## src/design/hiop_pkg.sv

```systemverilog
package hiop_pkg;

  // Port store geometry
  localparam int PORT_COUNT = 256;
  localparam int PORT_AW    = 8;

  // Internal EEPROM word address keeps this many bits once doubled
  localparam int INT_EE_BITS = 10;

  // External EEPROM byte address width
  localparam int EXT_AW = 17;

  // Configuration register indexes
  localparam int CFG_IDX_W = 1;
  localparam logic [CFG_IDX_W-1:0] CFG_CONTROLS_FLIPPED = 1'd0;
  localparam logic [CFG_IDX_W-1:0] CFG_EXT_ADDRESS_MASK = 1'd1;
  localparam logic [EXT_AW-1:0]    EXT_MASK_RESET       = 17'd2047;

  // Port numbers with special handling
  localparam logic [7:0] PORT_LEVEL       = 8'hb3;
  localparam logic [7:0] PORT_KEYPAD      = 8'hb5;
  localparam logic [7:0] PORT_SOUND_EXTRA = 8'haa;
  localparam logic [7:0] PORT_INT_DATA_LO = 8'hba;
  localparam logic [7:0] PORT_INT_DATA_HI = 8'hbb;
  localparam logic [7:0] PORT_INT_ADDR_LO = 8'hbc;
  localparam logic [7:0] PORT_INT_ADDR_HI = 8'hbd;
  localparam logic [7:0] PORT_INT_STATUS  = 8'hbe;
  localparam logic [7:0] PORT_BANK        = 8'hc0;
  localparam logic [7:0] PORT_EXT_DATA_LO = 8'hc4;
  localparam logic [7:0] PORT_EXT_DATA_HI = 8'hc5;
  localparam logic [7:0] PORT_EXT_ADDR_LO = 8'hc6;
  localparam logic [7:0] PORT_EXT_ADDR_HI = 8'hc7;
  localparam logic [7:0] PORT_EXT_STATUS  = 8'hc8;
  localparam logic [7:0] PORT_RTC_STATUS  = 8'hca;

  // Read answers
  localparam logic [7:0] SOUND_READ  = 8'hff;
  localparam logic [7:0] LEVEL_MID   = 8'h84;
  localparam logic [7:0] LEVEL_HIGH  = 8'hc4;
  localparam logic [7:0] KEY_SEL_MSK = 8'hf0;
  localparam logic [7:0] BANK_FLAG   = 8'h20;
  localparam logic [7:0] RTC_ACK     = 8'h80;

  typedef enum logic [1:0] {
    ACT_READ  = 2'd0,
    ACT_WRITE = 2'd1,
    ACT_KEYS  = 2'd2
  } action_e;

  // One write into the port store
  typedef struct packed {
    logic               en;
    logic [PORT_AW-1:0] addr;
    logic [7:0]         data;
  } port_wr_t;

  // One result transaction
  typedef struct packed {
    logic [7:0]        data;
    logic              to_display;
    logic              ext_request;
    logic              ext_is_write;
    logic [EXT_AW-1:0] ext_address;
  } result_t;

endpackage

```

## src/design/hiop_port_ram.sv

```systemverilog
module hiop_port_ram (
  input  logic                            clk_i,
  input  logic                            rst_ni,
  input  logic                            rd_en_i,
  input  logic [hiop_pkg::PORT_AW-1:0]    raddr_i,
  input  hiop_pkg::port_wr_t              wr_i,
  output logic [7:0]                      rdata_o
);

  logic [7:0]                      mem [hiop_pkg::PORT_COUNT];
  logic [hiop_pkg::PORT_COUNT-1:0] vld_q;
  logic [7:0]                      rdata_q;

  // Write the array
  always_ff @(posedge clk_i) begin
    if (wr_i.en) begin
      mem[wr_i.addr] <= wr_i.data;
    end
  end

  // Mark entries written since reset; unwritten entries read as zero
  always_ff @(posedge clk_i or negedge rst_ni) begin
    if (!rst_ni) begin
      vld_q <= '0;
    end else if (wr_i.en) begin
      vld_q[wr_i.addr] <= 1'b1;
    end
  end

  // Registered read, forward a write landing on the same edge
  always_ff @(posedge clk_i) begin
    if (rd_en_i) begin
      if (wr_i.en && (wr_i.addr == raddr_i)) begin
        rdata_q <= wr_i.data;
      end else if (vld_q[raddr_i]) begin
        rdata_q <= mem[raddr_i];
      end else begin
        rdata_q <= '0;
      end
    end
  end

  assign rdata_o = rdata_q;

endmodule

```

## config.mk

```make
export PLATFORM = sky130hd
export DESIGN_NAME = hiop_port_ram
export DESIGN_NICKNAME = d
export VERILOG_FILES = /design/src/design/hiop_pkg.sv /design/src/design/hiop_port_ram.sv
export SDC_FILE = /design/constraint.sdc
export NUM_CORES = 2
export LEC_CHECK = 0
export BUFFER_PORTS_ARGS = -buffer_cell sky130_fd_sc_hd__clkbuf_2
export CAP_MARGIN = 20
export CORE_ASPECT_RATIO = 0.7
export CORE_MARGIN = 1
export CORE_UTILIZATION = 65
export CTS_BUF_LIST = sky130_fd_sc_hd__clkbuf_4
export DETAILED_ROUTE_END_ITERATION = 6
export PLACE_DENSITY_LB_ADDON = 0.12
export SLEW_MARGIN = 10
export SYNTH_ARGS = -nofsm -noshare
export SYNTH_HDL_FRONTEND = slang
export SYNTH_SLANG_ARGS = --single-unit
```

## constraint.sdc

```tcl
create_clock -name clk_i -period 4.25 [get_ports clk_i]
set_input_delay 0 -clock clk_i [delete_from_list [all_inputs] [get_ports clk_i]]
set_output_delay 0 -clock clk_i [all_outputs]
set_load 0.01 [all_outputs]
```

==> impl_metrics.py <==
metrics = {
    "run_status": {
        "status": "finished, violations left",
        "violations": "design-rule violations",
    },
    "global_route": {
        "grt_pass1_vias": 50100,
        "grt_overflow": 0,
        "antenna_found_initial": 10,
        "grt_start_max_net_pins": 158,
        "gr-usage-all-layers_pct": 35.6,
        "grt_pass1_wl_um": 352000,
    },
    "synthesis": {
        "seq_area_frac_synth_pct": 75.2,
        "synth_top_cell_by_area": "edfxtp_1",
        "ys.flop_type": "edfxtp_1",
        "synth.avg_cell_area_um2": 19.1,
        "async_flop_share_pct": 11.1,
        "syn-instance-count": 4750,
        "synth_seq_cells": 2312,
        "syn_nets": 4778,
        "synth_top_area_share_pct": 68.2,
        "ys_top_cells_by_area": "edfxtp_1 (68%), mux4_2 (9.1%), dfrtp_1 (7.1%)",
        "syn-cell-area_mm2": 0.0906,
        "synth_edf_count": 2056,
        "yosysWarnings": 0,
        "netlist-cell-type-count": 57,
    },
    "timing": {
        "max-slew-margin-rel_pct": 13.4,
        "totalNegativeSetupSlack_ns": 0,
        "period_minus_slack_ns": 3.86,
        "worstMarginPinSlew_ns": 1.29,
        "fin_crit_sh_pct": 90.9,
        "rsz0062_at_grt": "false",
        "hold_violations": 0,
        "clock-skew-final_ns": 0.0808,
        "finalMaxSlewViolations": 0,
        "finalSetupViolCount": 0,
        "max_freq_mhz": 259,
        "hold_slack_ns": 0.0955,
    },
    "setup_path": {
        "cp_max_fo": 7,
        "cp_common_cell": "nor3_1",
        "r2r_slack_ns": 0.39,
        "end_kind": "register",
        "reg2reg_from": "vld_q[122]",
        "path_cells": "mux4_2 -> mux2i_1 -> a211oi_1 -> nor3_1 -> nor3_1 -> o32ai_4 -> dlygate4sd3_1 -> o21ai_1",
        "rr_endpoint": "rdata_o[2]",
        "cp.required_ns": 5.33,
        "critPathSlowestCell": "dlygate4sd3_1",
        "critPathMaxStageDelay_ns": 0.93,
        "worstPathArrival_ns": 4.95,
        "reg2reg_depth": 8,
        "worstSetupPathType": "reg2reg",
        "critPathLaunchType": "register",
    },
    "cts": {
        "cts.htree.levels": 6,
        "clkTransAtPathRegs_ns": 0.08,
        "cts_hold_buf": 54,
        "clk_latency_ns": 1.37,
        "cts_tree": "done",
        "clockBufferDepth": 4,
        "cts_inserted_buffers": 554,
        "cts_resized": 0,
        "cts_root_buf": "clkbuf_4",
        "cts.sinks": 2312,
        "cts_setup_buffers": 0,
    },
    "hold_path": {
        "hold_path.class": "in2reg",
        "whs_endpoint": "mem[205][0]",
        "hp-start": "wr_i[11]",
        "min_path_cells": 5,
    },
    "layout": {
        "syn_to_final_growth_pct": 11.8,
        "nets": 5376,
        "fillers": 8230,
        "drive_above_1_share_pct": 31.5,
    },
    "place": {
        "port_buffers": 35,
        "hpwl_um": 152000,
        "gp_congestion": 1.02,
    },
    "pwr": {
        "p_per_area_mw_per_mm2": 456,
        "p_leak_nw": 35.8,
        "swShare_pct": 22.9,
        "p_int_mw": 35.6,
        "combPwrFrac_pct": 6.0,
        "ir_drop_mv": 0.327,
        "p_clk_share_pct": 39.6,
        "p_seq_share_pct": 54.3,
        "p_sw_mw": 10.6,
    },
    "die": {
        "die_w_um": 448,
        "start_util_pct": 65.5,
        "dieArea_mm2": 0.141,
        "die_y_um": 314,
        "ioPinCount": 36,
        "rows": 114,
        "core_area_mm2": 0.138,
    },
    "run": {
        "maxCapViolCount": 0,
    },
    "route": {
        "routedWlPerCell_um": 32.1,
        "antenna_left": 0,
        "vias": 51000,
        "drt_pass1_iterations": 7,
        "routed_via_density": 6.70,
        "drt-total-wl_um": 245000,
        "drtIter0Drc": 7568,
        "drc": 7,
    },
}
[per-layer routing]
layer | vias to the layer above | wire length (um) | GRT usage [%]
met5 | - | 26 | 0
met4 | 4 | 8790 | 12.7
met3 | 550 | 38600 | 14.5
met2 | 3840 | 101000 | 46.5
met1 | 25900 | 95900 | 54.3
li1 | 20700 | - | -
[final cells by class]
type,instances,area [um^2],area share [%]
antenna,11,27.5,0.0272
clock buffer,833,6250,6.18
clock inverter,118,772,0.763
inverter,5,18.8,0.0185
multi-input combinational,2145,20500,20.3
sequential,2312,68100,67.3
tap,1856,2320,2.29
timing repair buffer,330,3160,3.13
[worst max-delay path by stage]
stage	startpoint	end	depth (start not counted)
after floorplan	raddr_i[0]	rdata_o[0]	11
after global placement	raddr_i[2]	rdata_o[5]	10
after detailed placement	raddr_i[2]	rdata_o[2]	10
after CTS	vld_q[122]	rdata_o[2]	8
after global routing	vld_q[187]	rdata_o[2]	8
final	vld_q[122]	rdata_o[2]	8
[through the flow]
| step | cells | instance area [um^2] | utilization, % | total power [mW] | setup WS, ns |
|---|---|---|---|---|---|
| 2_1_floorplan | 4750 | 90600 | - | 27.0 | 2.06 |
| 3_3_place_gp | 6589 | 93400 | 67.6 | 28.2 | 0.372 |
| 3_5_place_dp | 6590 | 93500 | 67.6 | 28.2 | 0.389 |
| 4_1_cts | 7595 | 101000 | 73.2 | 46.3 | 0.520 |
| 5_1_grt | 7607 | 101000 | 73.2 | 47.6 | 0.501 |
| 6_report | 7610 | 101000 | 73.2 | 46.2 | 0.387 |
[flip-flops by register name (all words and copies together) (netlist names)]
signal / flops
rdata_o: 8
mem: 2048
vld_q: 256
[power by group through the flow]
stage / Combinational [mW] / Sequential [mW] / Clock, mW
after CTS: 2.71 / 25.1 / 18.5
after detailed placement: 2.63 / 25.6 / 0
after floorplan: 1.47 / 25.5 / 0
after global placement: 2.59 / 25.6 / 0
after global routing: 2.88 / 25.1 / 19.7
final: 2.79 / 25.1 / 18.3
[cell usage in the layout (no fill, tap or decap), drive strengths merged, types with 6 or more instances in the layout]
cell type and count:
edfxtp 2056, clkbuf 862, mux2i 405, mux4 372, nor2 308, or2 257
dfrtp 256, buf 254, a22oi 196, a21oi 109, nand2 91, clkinv 90
nand3 72, a221oi 66, o221ai 65, dlygate4sd3 47, o21ai 42, nor4 31
inv 20, nor2b 20, o22ai 15, mux2 13, nor3 13, nand4 12
bufinv 12, diode 11, or4 8, xnor2 8, nand2b 8, a211oi 6
and2 6
[worst max-delay path: cells and delay by family (launching register included)]
| family | cells | cell delay [ns] |
|---|---|---|
| compound gates | 3 | 0.71 |
| simple gates | 2 | 0.46 |
| mux | 2 | 1.14 |
| flops | 1 | 0.39 |
| buf+inv | 1 | 0.93 |
[cell usage after synthesis, types with 31 or more instances]
cell / n
a21oi_1: 109
o21ai_0: 34
nor4_1: 31
o221ai_1: 65
nand2_1: 90
mux2i_1: 405
clkbuf_1: 105
dfrtp_1: 256
a22oi_1: 196
buf_2: 64
buf_6: 43
nand3_1: 72
a221oi_1: 65
mux4_2: 366
or2_2: 257
nor2_1: 308
edfxtp_1: 2056
[kinds of logic after synthesis]
kind of cell	share of synthesized area (%)
XOR/XNOR	0.0774
buffers and inverters	2.15
multiplexers	13.9
AND/OR/NAND/NOR	4.57
flip-flops	75.2
AO/OA/AOI/OAI	4.03
(Power assumes the default switching activity.)
